[config.mk]
export PLATFORM = sky130hd
export DESIGN_NAME = scene_text_tokenizer
export DESIGN_NICKNAME = d
export VERILOG_FILES = /design/src/rtl/stt_pkg.sv /design/src/rtl/stt_scan.sv /design/src/rtl/stt_queue.sv /design/src/rtl/stt_out.sv /design/src/rtl/scene_text_tokenizer.sv
export SDC_FILE = /design/constraint.sdc
export NUM_CORES = 1
export LEC_CHECK = 0
export BUFFER_PORTS_ARGS = -buffer_cell sky130_fd_sc_hd__buf_2
export CORE_MARGIN = 2
export CORE_UTILIZATION = 30
export CTS_BUF_LIST = sky130_fd_sc_hd__clkbuf_8
export DETAILED_ROUTE_END_ITERATION = 7
export HOLD_SLACK_MARGIN = 0.03
export SYNTH_ARGS = -nofsm -noshare
export SYNTH_HDL_FRONTEND = slang
export SYNTH_SLANG_ARGS = --single-unit
export TNS_END_PERCENT = 50
[constraint.sdc]
create_clock -name clk -period 10.2 [get_ports clk]
set_input_delay 1.02 -clock clk [delete_from_list [all_inputs] [get_ports clk]]
set_output_delay 1.02 -clock clk [all_outputs]
set_load 0.005 [all_outputs]
[src/rtl/stt_pkg.sv]
// ----------------------------------------------------------------------------
// stt_pkg
// Shared types, character codes and keyword helpers for the scene text
// tokenizer: token record, scan modes, keyword matcher and queue sizing.
// ----------------------------------------------------------------------------
package stt_pkg;

    localparam int OFFSET_BITS      = 32;
    localparam int LINE_BITS        = 24;
    localparam int KIND_BITS        = 5;
    localparam int FIELD_BITS       = KIND_BITS + 2 * LINE_BITS + 2 * OFFSET_BITS;
    localparam int TDATA_BITS       = ((FIELD_BITS + 7) / 8) * 8;

    localparam int QUEUE_DEPTH      = 4;
    localparam int QUEUE_PTR_BITS   = $clog2(QUEUE_DEPTH);
    localparam int QUEUE_LEVEL_BITS = $clog2(QUEUE_DEPTH + 1);

    typedef logic [OFFSET_BITS-1:0] offset_t;
    typedef logic [LINE_BITS-1:0]   line_t;
    typedef logic [7:0]             char_t;

    localparam offset_t OFS_MAX = '1;
    localparam line_t   LN_MAX  = '1;

    typedef enum logic [KIND_BITS-1:0] {
        KIND_END      = 5'd0,
        KIND_LBRACE   = 5'd1,
        KIND_RBRACE   = 5'd2,
        KIND_LPAREN   = 5'd3,
        KIND_RPAREN   = 5'd4,
        KIND_LBRACKET = 5'd5,
        KIND_RBRACKET = 5'd6,
        KIND_SEMI     = 5'd7,
        KIND_COLON    = 5'd8,
        KIND_COMMA    = 5'd9,
        KIND_EQUAL    = 5'd10,
        KIND_AT       = 5'd11,
        KIND_STRING   = 5'd12,
        KIND_NUMBER   = 5'd13,
        KIND_IDENT    = 5'd14,
        KIND_DEF      = 5'd15,
        KIND_CLASS    = 5'd16,
        KIND_OVER     = 5'd17,
        KIND_UNKNOWN  = 5'd18
    } token_kind_t;

    typedef enum logic [3:0] {
        MODE_IDLE       = 4'd0,
        MODE_COMMENT    = 4'd1,
        MODE_STRING     = 4'd2,
        MODE_STRING_ESC = 4'd3,
        MODE_MINUS      = 4'd4,
        MODE_INT        = 4'd5,
        MODE_FRAC       = 4'd6,
        MODE_EXP_START  = 4'd7,
        MODE_EXP        = 4'd8,
        MODE_IDENT      = 4'd9
    } scan_mode_t;

    // keyword matcher: one state per matched prefix
    typedef enum logic [3:0] {
        KW_NONE  = 4'd0,
        KW_D     = 4'd1,
        KW_DE    = 4'd2,
        KW_DEF   = 4'd3,
        KW_C     = 4'd4,
        KW_CL    = 4'd5,
        KW_CLA   = 4'd6,
        KW_CLAS  = 4'd7,
        KW_CLASS = 4'd8,
        KW_O     = 4'd9,
        KW_OV    = 4'd10,
        KW_OVE   = 4'd11,
        KW_OVER  = 4'd12
    } kw_state_t;

    typedef struct packed {
        token_kind_t kind;
        line_t       line;
        line_t       column;
        offset_t     offset;
        offset_t     length;
        logic        last;
    } token_t;

    typedef struct packed {
        logic [1:0] num;
        token_t     tok0;
        token_t     tok1;
    } push_t;

    typedef struct packed {
        logic                        not_empty;
        logic                        room;
        logic [QUEUE_LEVEL_BITS-1:0] level;
    } queue_status_t;

    localparam char_t CH_TAB        = 8'h09;
    localparam char_t CH_LF         = 8'h0A;
    localparam char_t CH_CR         = 8'h0D;
    localparam char_t CH_SPACE      = 8'h20;
    localparam char_t CH_DQUOTE     = 8'h22;
    localparam char_t CH_HASH       = 8'h23;
    localparam char_t CH_SQUOTE     = 8'h27;
    localparam char_t CH_LPAREN     = 8'h28;
    localparam char_t CH_RPAREN     = 8'h29;
    localparam char_t CH_PLUS       = 8'h2B;
    localparam char_t CH_COMMA      = 8'h2C;
    localparam char_t CH_MINUS      = 8'h2D;
    localparam char_t CH_DOT        = 8'h2E;
    localparam char_t CH_0          = 8'h30;
    localparam char_t CH_9          = 8'h39;
    localparam char_t CH_COLON      = 8'h3A;
    localparam char_t CH_SEMI       = 8'h3B;
    localparam char_t CH_EQUAL      = 8'h3D;
    localparam char_t CH_AT         = 8'h40;
    localparam char_t CH_UP_A       = 8'h41;
    localparam char_t CH_UP_E       = 8'h45;
    localparam char_t CH_UP_Z       = 8'h5A;
    localparam char_t CH_LBRACKET   = 8'h5B;
    localparam char_t CH_BSLASH     = 8'h5C;
    localparam char_t CH_RBRACKET   = 8'h5D;
    localparam char_t CH_UNDERSCORE = 8'h5F;
    localparam char_t CH_LO_A       = 8'h61;
    localparam char_t CH_LO_C       = 8'h63;
    localparam char_t CH_LO_D       = 8'h64;
    localparam char_t CH_LO_E       = 8'h65;
    localparam char_t CH_LO_F       = 8'h66;
    localparam char_t CH_LO_L       = 8'h6C;
    localparam char_t CH_LO_O       = 8'h6F;
    localparam char_t CH_LO_R       = 8'h72;
    localparam char_t CH_LO_S       = 8'h73;
    localparam char_t CH_LO_V       = 8'h76;
    localparam char_t CH_LO_Z       = 8'h7A;
    localparam char_t CH_LBRACE     = 8'h7B;
    localparam char_t CH_RBRACE     = 8'h7D;

    function automatic logic is_numeral(input char_t ch);
        return (ch >= CH_0) && (ch <= CH_9);
    endfunction

    function automatic logic is_letter(input char_t ch);
        return ((ch >= CH_LO_A) && (ch <= CH_LO_Z)) || ((ch >= CH_UP_A) && (ch <= CH_UP_Z))
            || (ch == CH_UNDERSCORE);
    endfunction

    function automatic logic is_ident_char(input char_t ch);
        return is_letter(ch) || is_numeral(ch) || (ch == CH_COLON);
    endfunction

    // KIND_END means the byte is not punctuation
    function automatic token_kind_t punct_kind(input char_t ch);
        token_kind_t k;
        unique case (ch)
            CH_LBRACE:   k = KIND_LBRACE;
            CH_RBRACE:   k = KIND_RBRACE;
            CH_LPAREN:   k = KIND_LPAREN;
            CH_RPAREN:   k = KIND_RPAREN;
            CH_LBRACKET: k = KIND_LBRACKET;
            CH_RBRACKET: k = KIND_RBRACKET;
            CH_SEMI:     k = KIND_SEMI;
            CH_COLON:    k = KIND_COLON;
            CH_COMMA:    k = KIND_COMMA;
            CH_EQUAL:    k = KIND_EQUAL;
            CH_AT:       k = KIND_AT;
            default:     k = KIND_END;
        endcase
        return k;
    endfunction

    function automatic kw_state_t kw_first_state(input char_t ch);
        kw_state_t s;
        unique case (ch)
            CH_LO_D: s = KW_D;
            CH_LO_C: s = KW_C;
            CH_LO_O: s = KW_O;
            default: s = KW_NONE;
        endcase
        return s;
    endfunction

    function automatic kw_state_t kw_step(input kw_state_t s, input char_t ch);
        kw_state_t n;
        unique case (s)
            KW_D:    n = (ch == CH_LO_E) ? KW_DE   : KW_NONE;
            KW_DE:   n = (ch == CH_LO_F) ? KW_DEF  : KW_NONE;
            KW_C:    n = (ch == CH_LO_L) ? KW_CL   : KW_NONE;
            KW_CL:   n = (ch == CH_LO_A) ? KW_CLA  : KW_NONE;
            KW_CLA:  n = (ch == CH_LO_S) ? KW_CLAS : KW_NONE;
            KW_CLAS: n = (ch == CH_LO_S) ? KW_CLASS : KW_NONE;
            KW_O:    n = (ch == CH_LO_V) ? KW_OV   : KW_NONE;
            KW_OV:   n = (ch == CH_LO_E) ? KW_OVE  : KW_NONE;
            KW_OVE:  n = (ch == CH_LO_R) ? KW_OVER : KW_NONE;
            default: n = KW_NONE;
        endcase
        return n;
    endfunction

    function automatic token_kind_t kw_token_kind(input kw_state_t s);
        token_kind_t k;
        unique case (s)
            KW_DEF:   k = KIND_DEF;
            KW_CLASS: k = KIND_CLASS;
            KW_OVER:  k = KIND_OVER;
            default:  k = KIND_IDENT;
        endcase
        return k;
    endfunction

endpackage

[src/rtl/stt_scan.sv]
// ----------------------------------------------------------------------------
// stt_scan
// Front end: takes one text byte per transaction, tracks position and scan
// mode, and hands zero to two finished tokens to the token queue.
// ----------------------------------------------------------------------------
module stt_scan (
    input  logic                clk,
    input  logic                rst_n,
    input  logic                accept,
    input  stt_pkg::char_t      text_byte,
    input  logic                end_of_text,
    output stt_pkg::push_t      push
);

    stt_pkg::scan_mode_t mode_reg, mode_next;
    stt_pkg::kw_state_t  kw_reg, kw_next;
    stt_pkg::offset_t    pos_reg, pos_next;
    stt_pkg::line_t      line_reg, line_next;
    stt_pkg::line_t      col_reg, col_next;
    stt_pkg::offset_t    start_ofs_reg, start_ofs_next;
    stt_pkg::line_t      start_line_reg, start_line_next;
    stt_pkg::line_t      start_col_reg, start_col_next;
    logic                quote_single_reg, quote_single_next;

    logic                c_digit;
    logic                c_exp;
    logic                redo;
    logic                string_close;
    logic                idle_path;
    logic                idle_emit;
    stt_pkg::token_kind_t idle_kind;
    stt_pkg::scan_mode_t idle_mode;
    logic                flush_valid;
    stt_pkg::token_t     flush_tok;
    stt_pkg::token_t     idle_tok;
    stt_pkg::token_t     tok_b;
    logic                a_v;
    logic                b_v;
    stt_pkg::offset_t    span_len;

    assign c_digit   = stt_pkg::is_numeral(text_byte);
    assign c_exp     = (text_byte == stt_pkg::CH_LO_E) || (text_byte == stt_pkg::CH_UP_E);
    assign span_len  = (pos_reg >= start_ofs_reg) ? (pos_reg - start_ofs_reg) : '0;
    assign idle_path = !end_of_text && ((mode_reg == stt_pkg::MODE_IDLE) || redo);

    // byte ends the pending token and, unless it closes a string, must be scanned again from idle
    always_comb
    begin
        redo         = 1'b0;
        string_close = 1'b0;
        unique case (mode_reg)
            stt_pkg::MODE_STRING:
                string_close = quote_single_reg ? (text_byte == stt_pkg::CH_SQUOTE)
                                                : (text_byte == stt_pkg::CH_DQUOTE);
            stt_pkg::MODE_MINUS:     redo = !c_digit;
            stt_pkg::MODE_INT:       redo = !c_digit && (text_byte != stt_pkg::CH_DOT) && !c_exp;
            stt_pkg::MODE_FRAC:      redo = !c_digit && !c_exp;
            stt_pkg::MODE_EXP_START: redo = !(c_digit || (text_byte == stt_pkg::CH_PLUS)
                                            || (text_byte == stt_pkg::CH_MINUS));
            stt_pkg::MODE_EXP:       redo = !c_digit;
            stt_pkg::MODE_IDENT:     redo = !stt_pkg::is_ident_char(text_byte);
            default:                 redo = 1'b0;
        endcase
    end

    // classification of a byte seen between tokens
    always_comb
    begin
        idle_mode = stt_pkg::MODE_IDLE;
        idle_emit = 1'b0;
        idle_kind = stt_pkg::KIND_UNKNOWN;
        if ((text_byte == stt_pkg::CH_SPACE) || (text_byte == stt_pkg::CH_TAB)
            || (text_byte == stt_pkg::CH_CR) || (text_byte == stt_pkg::CH_LF))
        begin
            idle_mode = stt_pkg::MODE_IDLE;
        end
        else if (text_byte == stt_pkg::CH_HASH)
        begin
            idle_mode = stt_pkg::MODE_COMMENT;
        end
        else if (stt_pkg::punct_kind(text_byte) != stt_pkg::KIND_END)
        begin
            idle_emit = 1'b1;
            idle_kind = stt_pkg::punct_kind(text_byte);
        end
        else if ((text_byte == stt_pkg::CH_DQUOTE) || (text_byte == stt_pkg::CH_SQUOTE))
        begin
            idle_mode = stt_pkg::MODE_STRING;
        end
        else if (c_digit)
        begin
            idle_mode = stt_pkg::MODE_INT;
        end
        else if (text_byte == stt_pkg::CH_MINUS)
        begin
            idle_mode = stt_pkg::MODE_MINUS;
        end
        else if (stt_pkg::is_letter(text_byte))
        begin
            idle_mode = stt_pkg::MODE_IDENT;
        end
        else
        begin
            idle_emit = 1'b1;
        end
    end

    // pending token of the current mode
    always_comb
    begin
        flush_valid      = 1'b1;
        flush_tok.kind   = stt_pkg::KIND_NUMBER;
        flush_tok.line   = start_line_reg;
        flush_tok.column = start_col_reg;
        flush_tok.offset = start_ofs_reg;
        flush_tok.length = span_len;
        flush_tok.last   = 1'b0;
        unique case (mode_reg) inside
            stt_pkg::MODE_STRING, stt_pkg::MODE_STRING_ESC:
                flush_tok.kind = stt_pkg::KIND_STRING;
            stt_pkg::MODE_MINUS:
            begin
                flush_tok.kind   = stt_pkg::KIND_UNKNOWN;
                flush_tok.length = '0;
            end
            stt_pkg::MODE_INT, stt_pkg::MODE_FRAC, stt_pkg::MODE_EXP_START,
            stt_pkg::MODE_EXP:
                flush_tok.kind = stt_pkg::KIND_NUMBER;
            stt_pkg::MODE_IDENT:
                flush_tok.kind = stt_pkg::kw_token_kind(kw_reg);
            default:
                flush_valid = 1'b0;
        endcase
    end

    // next state
    always_comb
    begin
        mode_next         = mode_reg;
        kw_next           = kw_reg;
        pos_next          = pos_reg;
        line_next         = line_reg;
        col_next          = col_reg;
        start_ofs_next    = start_ofs_reg;
        start_line_next   = start_line_reg;
        start_col_next    = start_col_reg;
        quote_single_next = quote_single_reg;
        if (accept)
        begin
            if (end_of_text)
            begin
                mode_next = stt_pkg::MODE_IDLE;
                kw_next   = stt_pkg::KW_NONE;
            end
            else
            begin
                unique case (mode_reg)
                    stt_pkg::MODE_COMMENT:
                        if (text_byte == stt_pkg::CH_LF)
                        begin
                            mode_next = stt_pkg::MODE_IDLE;
                        end
                    stt_pkg::MODE_STRING:
                        if (string_close)
                        begin
                            mode_next = stt_pkg::MODE_IDLE;
                        end
                        else if (text_byte == stt_pkg::CH_BSLASH)
                        begin
                            mode_next = stt_pkg::MODE_STRING_ESC;
                        end
                    stt_pkg::MODE_STRING_ESC:
                        mode_next = stt_pkg::MODE_STRING;
                    stt_pkg::MODE_MINUS:
                        if (c_digit)
                        begin
                            mode_next = stt_pkg::MODE_INT;
                        end
                    stt_pkg::MODE_INT:
                        if (text_byte == stt_pkg::CH_DOT)
                        begin
                            mode_next = stt_pkg::MODE_FRAC;
                        end
                        else if (c_exp)
                        begin
                            mode_next = stt_pkg::MODE_EXP_START;
                        end
                    stt_pkg::MODE_FRAC:
                        if (c_exp)
                        begin
                            mode_next = stt_pkg::MODE_EXP_START;
                        end
                    stt_pkg::MODE_EXP_START:
                        mode_next = stt_pkg::MODE_EXP;
                    stt_pkg::MODE_IDENT:
                        kw_next = stt_pkg::kw_step(kw_reg, text_byte);
                    default:
                        mode_next = mode_reg;
                endcase

                if (idle_path)
                begin
                    mode_next = idle_mode;
                    kw_next   = (idle_mode == stt_pkg::MODE_IDENT)
                              ? stt_pkg::kw_first_state(text_byte) : stt_pkg::KW_NONE;
                    if (idle_mode == stt_pkg::MODE_STRING)
                    begin
                        // string text starts after the opening quote
                        start_ofs_next    = (pos_reg == stt_pkg::OFS_MAX) ? stt_pkg::OFS_MAX
                                                                          : pos_reg + 1'b1;
                        start_line_next   = line_reg;
                        start_col_next    = col_reg;
                        quote_single_next = (text_byte == stt_pkg::CH_SQUOTE);
                    end
                    else if ((idle_mode == stt_pkg::MODE_INT)
                             || (idle_mode == stt_pkg::MODE_MINUS)
                             || (idle_mode == stt_pkg::MODE_IDENT))
                    begin
                        start_ofs_next  = pos_reg;
                        start_line_next = line_reg;
                        start_col_next  = col_reg;
                    end
                end

                if (text_byte == stt_pkg::CH_LF)
                begin
                    line_next = (line_reg == stt_pkg::LN_MAX) ? line_reg : line_reg + 1'b1;
                    col_next  = stt_pkg::line_t'(1);
                end
                else if (col_reg != stt_pkg::LN_MAX)
                begin
                    col_next = col_reg + 1'b1;
                end
                if (pos_reg != stt_pkg::OFS_MAX)
                begin
                    pos_next = pos_reg + 1'b1;
                end
            end
        end
    end

    // tokens out
    always_comb
    begin
        idle_tok.kind   = idle_kind;
        idle_tok.line   = line_reg;
        idle_tok.column = col_reg;
        idle_tok.offset = pos_reg;
        idle_tok.length = '0;
        idle_tok.last   = 1'b0;

        a_v   = 1'b0;
        b_v   = 1'b0;
        tok_b = idle_tok;
        if (accept)
        begin
            if (end_of_text)
            begin
                a_v        = flush_valid;
                b_v        = 1'b1;
                tok_b.kind = stt_pkg::KIND_END;
            end
            else
            begin
                a_v = redo || string_close;
                b_v = idle_path && idle_emit;
            end
        end

        push.num = {a_v & b_v, a_v ^ b_v};
        if (a_v)
        begin
            push.tok0      = flush_tok;
            push.tok0.last = !b_v;
            push.tok1      = tok_b;
            push.tok1.last = 1'b1;
        end
        else
        begin
            push.tok0      = tok_b;
            push.tok0.last = 1'b1;
            push.tok1      = tok_b;
            push.tok1.last = 1'b1;
        end
    end

    always_ff @(posedge clk or negedge rst_n)
    begin
        if (!rst_n)
        begin
            mode_reg         <= stt_pkg::MODE_IDLE;
            kw_reg           <= stt_pkg::KW_NONE;
            pos_reg          <= '0;
            line_reg         <= stt_pkg::line_t'(1);
            col_reg          <= stt_pkg::line_t'(1);
            start_ofs_reg    <= '0;
            start_line_reg   <= stt_pkg::line_t'(1);
            start_col_reg    <= stt_pkg::line_t'(1);
            quote_single_reg <= 1'b0;
        end
        else
        begin
            mode_reg         <= mode_next;
            kw_reg           <= kw_next;
            pos_reg          <= pos_next;
            line_reg         <= line_next;
            col_reg          <= col_next;
            start_ofs_reg    <= start_ofs_next;
            start_line_reg   <= start_line_next;
            start_col_reg    <= start_col_next;
            quote_single_reg <= quote_single_next;
        end
    end

endmodule

[src/rtl/stt_queue.sv]
// ----------------------------------------------------------------------------
// stt_queue
// Token queue between scanner and output stage: up to two writes and one
// read per cycle, reports room for a full two-token write.
// ----------------------------------------------------------------------------
module stt_queue (
    input  logic                   clk,
    input  logic                   rst_n,
    input  stt_pkg::push_t         push,
    input  logic                   pop,
    output stt_pkg::token_t        head,
    output stt_pkg::queue_status_t status
);

    stt_pkg::token_t                      entries_reg [stt_pkg::QUEUE_DEPTH];
    logic [stt_pkg::QUEUE_PTR_BITS-1:0]   wr_ptr_reg, wr_ptr_next;
    logic [stt_pkg::QUEUE_PTR_BITS-1:0]   rd_ptr_reg, rd_ptr_next;
    logic [stt_pkg::QUEUE_LEVEL_BITS-1:0] level_reg, level_next;
    logic [stt_pkg::QUEUE_PTR_BITS-1:0]   wr_ptr_plus1;

    assign wr_ptr_plus1 = wr_ptr_reg + stt_pkg::QUEUE_PTR_BITS'(1);
    assign head         = entries_reg[rd_ptr_reg];

    assign status.level     = level_reg;
    assign status.not_empty = (level_reg != '0);
    assign status.room      = (level_reg <= stt_pkg::QUEUE_LEVEL_BITS'(stt_pkg::QUEUE_DEPTH - 2));

    always_comb
    begin
        wr_ptr_next = wr_ptr_reg + stt_pkg::QUEUE_PTR_BITS'(push.num);
        rd_ptr_next = rd_ptr_reg + stt_pkg::QUEUE_PTR_BITS'(pop);
        level_next  = level_reg + stt_pkg::QUEUE_LEVEL_BITS'(push.num)
                    - stt_pkg::QUEUE_LEVEL_BITS'(pop);
    end

    always_ff @(posedge clk)
    begin
        if (push.num != 2'd0)
        begin
            entries_reg[wr_ptr_reg] <= push.tok0;
        end
        if (push.num == 2'd2)
        begin
            entries_reg[wr_ptr_plus1] <= push.tok1;
        end
    end

    always_ff @(posedge clk or negedge rst_n)
    begin
        if (!rst_n)
        begin
            wr_ptr_reg <= '0;
            rd_ptr_reg <= '0;
            level_reg  <= '0;
        end
        else
        begin
            wr_ptr_reg <= wr_ptr_next;
            rd_ptr_reg <= rd_ptr_next;
            level_reg  <= level_next;
        end
    end

endmodule

[src/rtl/stt_out.sv]
// ----------------------------------------------------------------------------
// stt_out
// Back end: output register that takes tokens from the queue and presents
// them on the master stream, one transaction per cycle while m_tready is high.
// ----------------------------------------------------------------------------
module stt_out (
    input  logic                           clk,
    input  logic                           rst_n,
    input  stt_pkg::token_t                head,
    input  logic                           not_empty,
    output logic                           pop,
    output logic                           m_tvalid,
    input  logic                           m_tready,
    output logic [stt_pkg::TDATA_BITS-1:0] m_tdata,
    output logic                           m_tlast
);

    logic            valid_reg, valid_next;
    stt_pkg::token_t tok_reg;

    // refill whenever the register is empty or being drained
    assign pop        = not_empty && (!valid_reg || m_tready);
    assign valid_next = pop || (valid_reg && !m_tready);

    assign m_tvalid = valid_reg;
    assign m_tlast  = tok_reg.last;
    assign m_tdata  = stt_pkg::TDATA_BITS'({tok_reg.length, tok_reg.offset, tok_reg.column,
                                            tok_reg.line, tok_reg.kind});

    always_ff @(posedge clk)
    begin
        if (pop)
        begin
            tok_reg <= head;
        end
    end

    always_ff @(posedge clk or negedge rst_n)
    begin
        if (!rst_n)
        begin
            valid_reg <= 1'b0;
        end
        else
        begin
            valid_reg <= valid_next;
        end
    end

endmodule

[src/rtl/scene_text_tokenizer.sv]
// ----------------------------------------------------------------------------
// scene_text_tokenizer
// Streaming lexer for scene description text: bytes in, tokens out.
// ----------------------------------------------------------------------------
// One text byte (or an end marker in s_tuser) is taken per cycle. Each byte
// yields zero, one or two tokens; a token ends on the first byte that does
// not belong to it, so numbers and identifiers appear one byte late and the
// end marker flushes the pending token before the end token. The scanner
// writes tokens into a four-entry queue and accepts a byte whenever at least
// two entries are free; the output register drains one token per cycle
// while m_tready is high, so the input sustains one byte per cycle as long
// as tokens are taken at the output no slower than they are made. Tokens
// cross the queue and the output register. Line, column and offset saturate.
// ----------------------------------------------------------------------------
module scene_text_tokenizer (
    input  logic                           clk,
    input  logic                           rst_n,
    input  logic                           s_tvalid,
    output logic                           s_tready,
    input  logic [7:0]                     s_tdata,   // text_byte
    input  logic                           s_tuser,   // end_of_text
    output logic                           m_tvalid,
    input  logic                           m_tready,
    // token_kind, start_line, start_column, text_offset, text_length, zero pad
    output logic [stt_pkg::TDATA_BITS-1:0] m_tdata,
    output logic                           m_tlast    // last_of_run
);

    logic                   accept;
    logic                   pop;
    stt_pkg::push_t         push;
    stt_pkg::token_t        head;
    stt_pkg::queue_status_t q_status;

    assign s_tready = q_status.room;
    assign accept   = s_tvalid && s_tready;

    stt_scan u_scan (
        .clk         (clk),
        .rst_n       (rst_n),
        .accept      (accept),
        .text_byte   (s_tdata),
        .end_of_text (s_tuser),
        .push        (push)
    );

    stt_queue u_queue (
        .clk    (clk),
        .rst_n  (rst_n),
        .push   (push),
        .pop    (pop),
        .head   (head),
        .status (q_status)
    );

    stt_out u_out (
        .clk       (clk),
        .rst_n     (rst_n),
        .head      (head),
        .not_empty (q_status.not_empty),
        .pop       (pop),
        .m_tvalid  (m_tvalid),
        .m_tready  (m_tready),
        .m_tdata   (m_tdata),
        .m_tlast   (m_tlast)
    );

`ifndef SYNTHESIS
    // queue never overfills
    a_level_bound: assert property (@(posedge clk) disable iff (!rst_n)
        q_status.level <= stt_pkg::QUEUE_LEVEL_BITS'(stt_pkg::QUEUE_DEPTH))
        else $error("token queue overfilled");

    // an end marker always leaves at least the end token queued
    a_end_queued: assert property (@(posedge clk) disable iff (!rst_n)
        (accept && s_tuser) |=> q_status.not_empty)
        else $error("end token not queued");

    // no transaction pushes more than two tokens
    a_push_bound: assert property (@(posedge clk) disable iff (!rst_n)
        push.num != 2'd3)
        else $error("more than two tokens from one byte");
`endif

endmodule
==> flow_summary.toml <==
[status]
status = "finished clean"

[power]
pwr-share-clk_pct = 28.1
swShare_pct = 33.54
ir_worst_vdd_v = 0.0001228
seqPwrFrac_pct = 44.6
p_sw_uw = 3348
p_leak_uw = 0.01476
power.internal_uw = 6636
p_per_area_mw_per_mm2 = 249.8
comb_power_share_pct = 27.2

[logic_synthesis]
netlist_top_cells_count = "458 x edfxtp_1, 306 x a22o_1, 287 x nand2_1, 213 x o21ai_0, 173 x dfrtp_1"
synthArstFlopShare_pct = 23.08
ys.flop_type = "edfxtp_1"
synth_cell_types = 84
seq_area_frac_synth_pct = 58.87
synth_area_leader_cell = "edfxtp_1"
ys_ff_latch = 767
postSynthAreaPerCell_um2 = 12.65
syn_inst = 2798
synth_top_area_share_pct = 38.87
synthTopCellsByArea = "edfxtp_1 39%, dfrtp_1 12%, a22o_1 7.6%, mux4_2 7.5%, dfxtp_1 7.5%"
ys_warn_count = 0
yosys.cell_count.top_type = "edfxtp_1"
synth_edf_count = 458
synth_area_mm2 = 0.03538

[setup_path]
cp.arrival_ns = 6.17
worstPathRequired_ns = 10.84
cp_top_family = "compound AO/OA/AOI/OAI gates"
cpMostUsedCell = "a21oi_1"
cp_slowest_cell = "o21ai_4"
worst-path-max-fanout = 57
crit_cells = 15
startpoint_type = "input port"
cp_slowest_stage_delay_ns = 0.95
crit_buf_inv = 3
path_cells = "buf_2, or4_4, a21oi_2, o211ai_1, a31oi_2, a21oi_1, or3_1, a21oi_1, inv_1, ha_1, nor2b_1, nand2b_1, o21ai_4, buf_4, a22o_1"
critPathKind = "input port to flop"
reg2reg_depth = 14
end_kind = "flop"

[timing]
max_freq_ghz = 0.1809
worst_pin_slew_ns = 1.258
drv_slew = 0
rsz0062_at_grt = "false"
fin_crit_ns = 5.527
slew_headroom_pct = 13.98
period_share_pct = 54.19
tns_ns = 0
fin_hold_ws_ns = 0.2413
hold_violations = 0
clock_skew_ns = 0.04232
setup_violations = 0

[clock_network]
cts.htree.levels = 4
cts_resized = 0
cts_tree = "yes"
cts_inserted_buffers = 130
clk_latency_ns = 0.79
clk_path_buf_depth = 3
cts_sinks = 767
root_buffer = "clkbuf_8"
hold_buffers = 0
postCtsSetupBuffers = 0
clk_pin_slew_ns = 0.07

[layout]
fill_cells = 11350
final_core_util_pct = 34.30
nets = 2923
layout-drive-gt1-share_pct = 19.22
largest_reg_flops = 472
area_growth_pct = 12.94

[global_routing]
grt_pass1_wl_um = 147600
grt_use_total_pct = 15.91
grt_start_max_net_pins = 89
grt_antenna_before_repair = 4
grt_pass1_vias = 23440
grt-ovfl-total = 0

[route]
drc = 0
drtIter0Drc = 2156
drt-pass1-iter-count = 6
postRouteAntennaNets = 0
dr_total_vias = 23970
viasPerCell = 5.330
drt_wl_total_um = 97680
drt-wirelength-per-cell_um = 21.72

[floorplanning]
die_w_um = 347.4
die_h_um = 347.4
fp.coreArea_mm2 = 0.1165
ioPinCount = 136
dieArea_mm2 = 0.1207
start_util_pct = 30.37
rows = 125

[place]
gp_congestion = 0.8499
io_buffers = 132
place.detailed.hpwl_um = 58440

[flow_run]
maxCapViolCount = 0

[worst_hold_path]
hold_class = "input port to asynchronous set/reset pin"
## per-layer routing
metal | share of wire [%] | GRT usage (%)
met5 | 0.011 | 0
met4 | 2.0 | 4.605
met3 | 6.3 | 2.843
met2 | 48 | 25.72
met1 | 44 | 21.82
## kinds of logic (layout without fill, tap and decap cells)
group                    after synthesis  after routing  synth area share [%]
other                                  1              5               0.01060
multiplexers                         175            175                 9.307
AND/OR/NAND/NOR                      637            637                 8.557
adder cells (fa/ha/maj)               45             45                 1.634
flip-flops                           767            767                 58.87
XOR/XNOR                             107            107                 2.649
AO/OA/AOI/OAI                        751            751                 15.07
buffers and inverters                315            486                 3.900
## power groups by stage
| stage | Clock (uW) | Sequential [uW] | Combinational, uW |
|---|---|---|---|
| 3_3_place_gp | 0 | 4520 | 2730 |
| 4_1_cts | 2870 | 4470 | 2770 |
| 2_1_floorplan | 0 | 4340 | 1820 |
| 3_5_place_dp | 0 | 4520 | 2750 |
| 5_1_grt | 3010 | 4530 | 2930 |
| 6_report | 2810 | 4460 | 2720 |
## layout by cell type (no fill, tap or decap), types with 42 or more instances in the layout
cell / n
mux4_2: 118
ha_1: 43
edfxtp_1: 458
clkbuf_8: 159
mux2_2: 52
xnor2_1: 74
nor2_1: 99
o21ai_0: 213
o22ai_1: 42
dfxtp_1: 132
nand2_1: 287
nand3_1: 55
buf_2: 131
a22o_1: 306
a21oi_1: 63
inv_1: 117
dfrtp_1: 171
## through the flow
step	instances	cell area, um2	power (uW)	worst slack, ns
2_1_floorplan	2800	35390	6154	1.706
3_3_place_gp	4257	37290	7252	3.959
3_5_place_dp	4257	37290	7275	3.917
4_1_cts	4495	39960	10110	4.706
5_1_grt	4497	39960	10470	4.397
6_report	4497	39960	9984	4.673
## area by class of cell
type                       count  area [um2]  area share [%]
multi-input combinational   1718       13270           33.19
clock buffer                 158        2175           5.441
tap                         1524        1907           4.771
sequential                   767       20840           52.14
clock inverter                80       495.5           1.240
inverter                      75       301.5          0.7545
timing repair buffer         173       977.2           2.445
antenna                        2       5.005         0.01252
## worst reg2reg max path: stages (launching register included)
cell      delay (ns)
dfrtp_1         0.52
nand2b_1        0.31
a41oi_1         0.28
a31oi_1         0.13
a31oi_2         0.29
a21oi_1         0.18
or3_1           0.41
a21oi_1         0.27
inv_1           0.08
ha_1            0.23
nor2b_1         0.25
nand2b_1        0.30
o21ai_4         0.95
buf_4           0.87
a22o_1          0.29
## worst paths after layout
check / startpoint / end / slack (ns)
worst max-delay path: s_tdata[3] / u_queue.entries_reg[1][88] / 4.67
worst min-delay path: rst_n / u_scan.col_reg[18] / 0.24
worst max register to register: u_scan.mode_reg[3] / u_queue.entries_reg[1][88] / 4.68
worst min register to register: u_queue.entries_reg[2][3] / u_queue.entries_reg[2][3] / 0.45
max in group asynchronous: rst_n / u_queue.rd_ptr_reg[0] / 8.55
min in group clk: m_tready / u_out.m_tvalid / 0.42
Power figures use the tool's default switching activity.
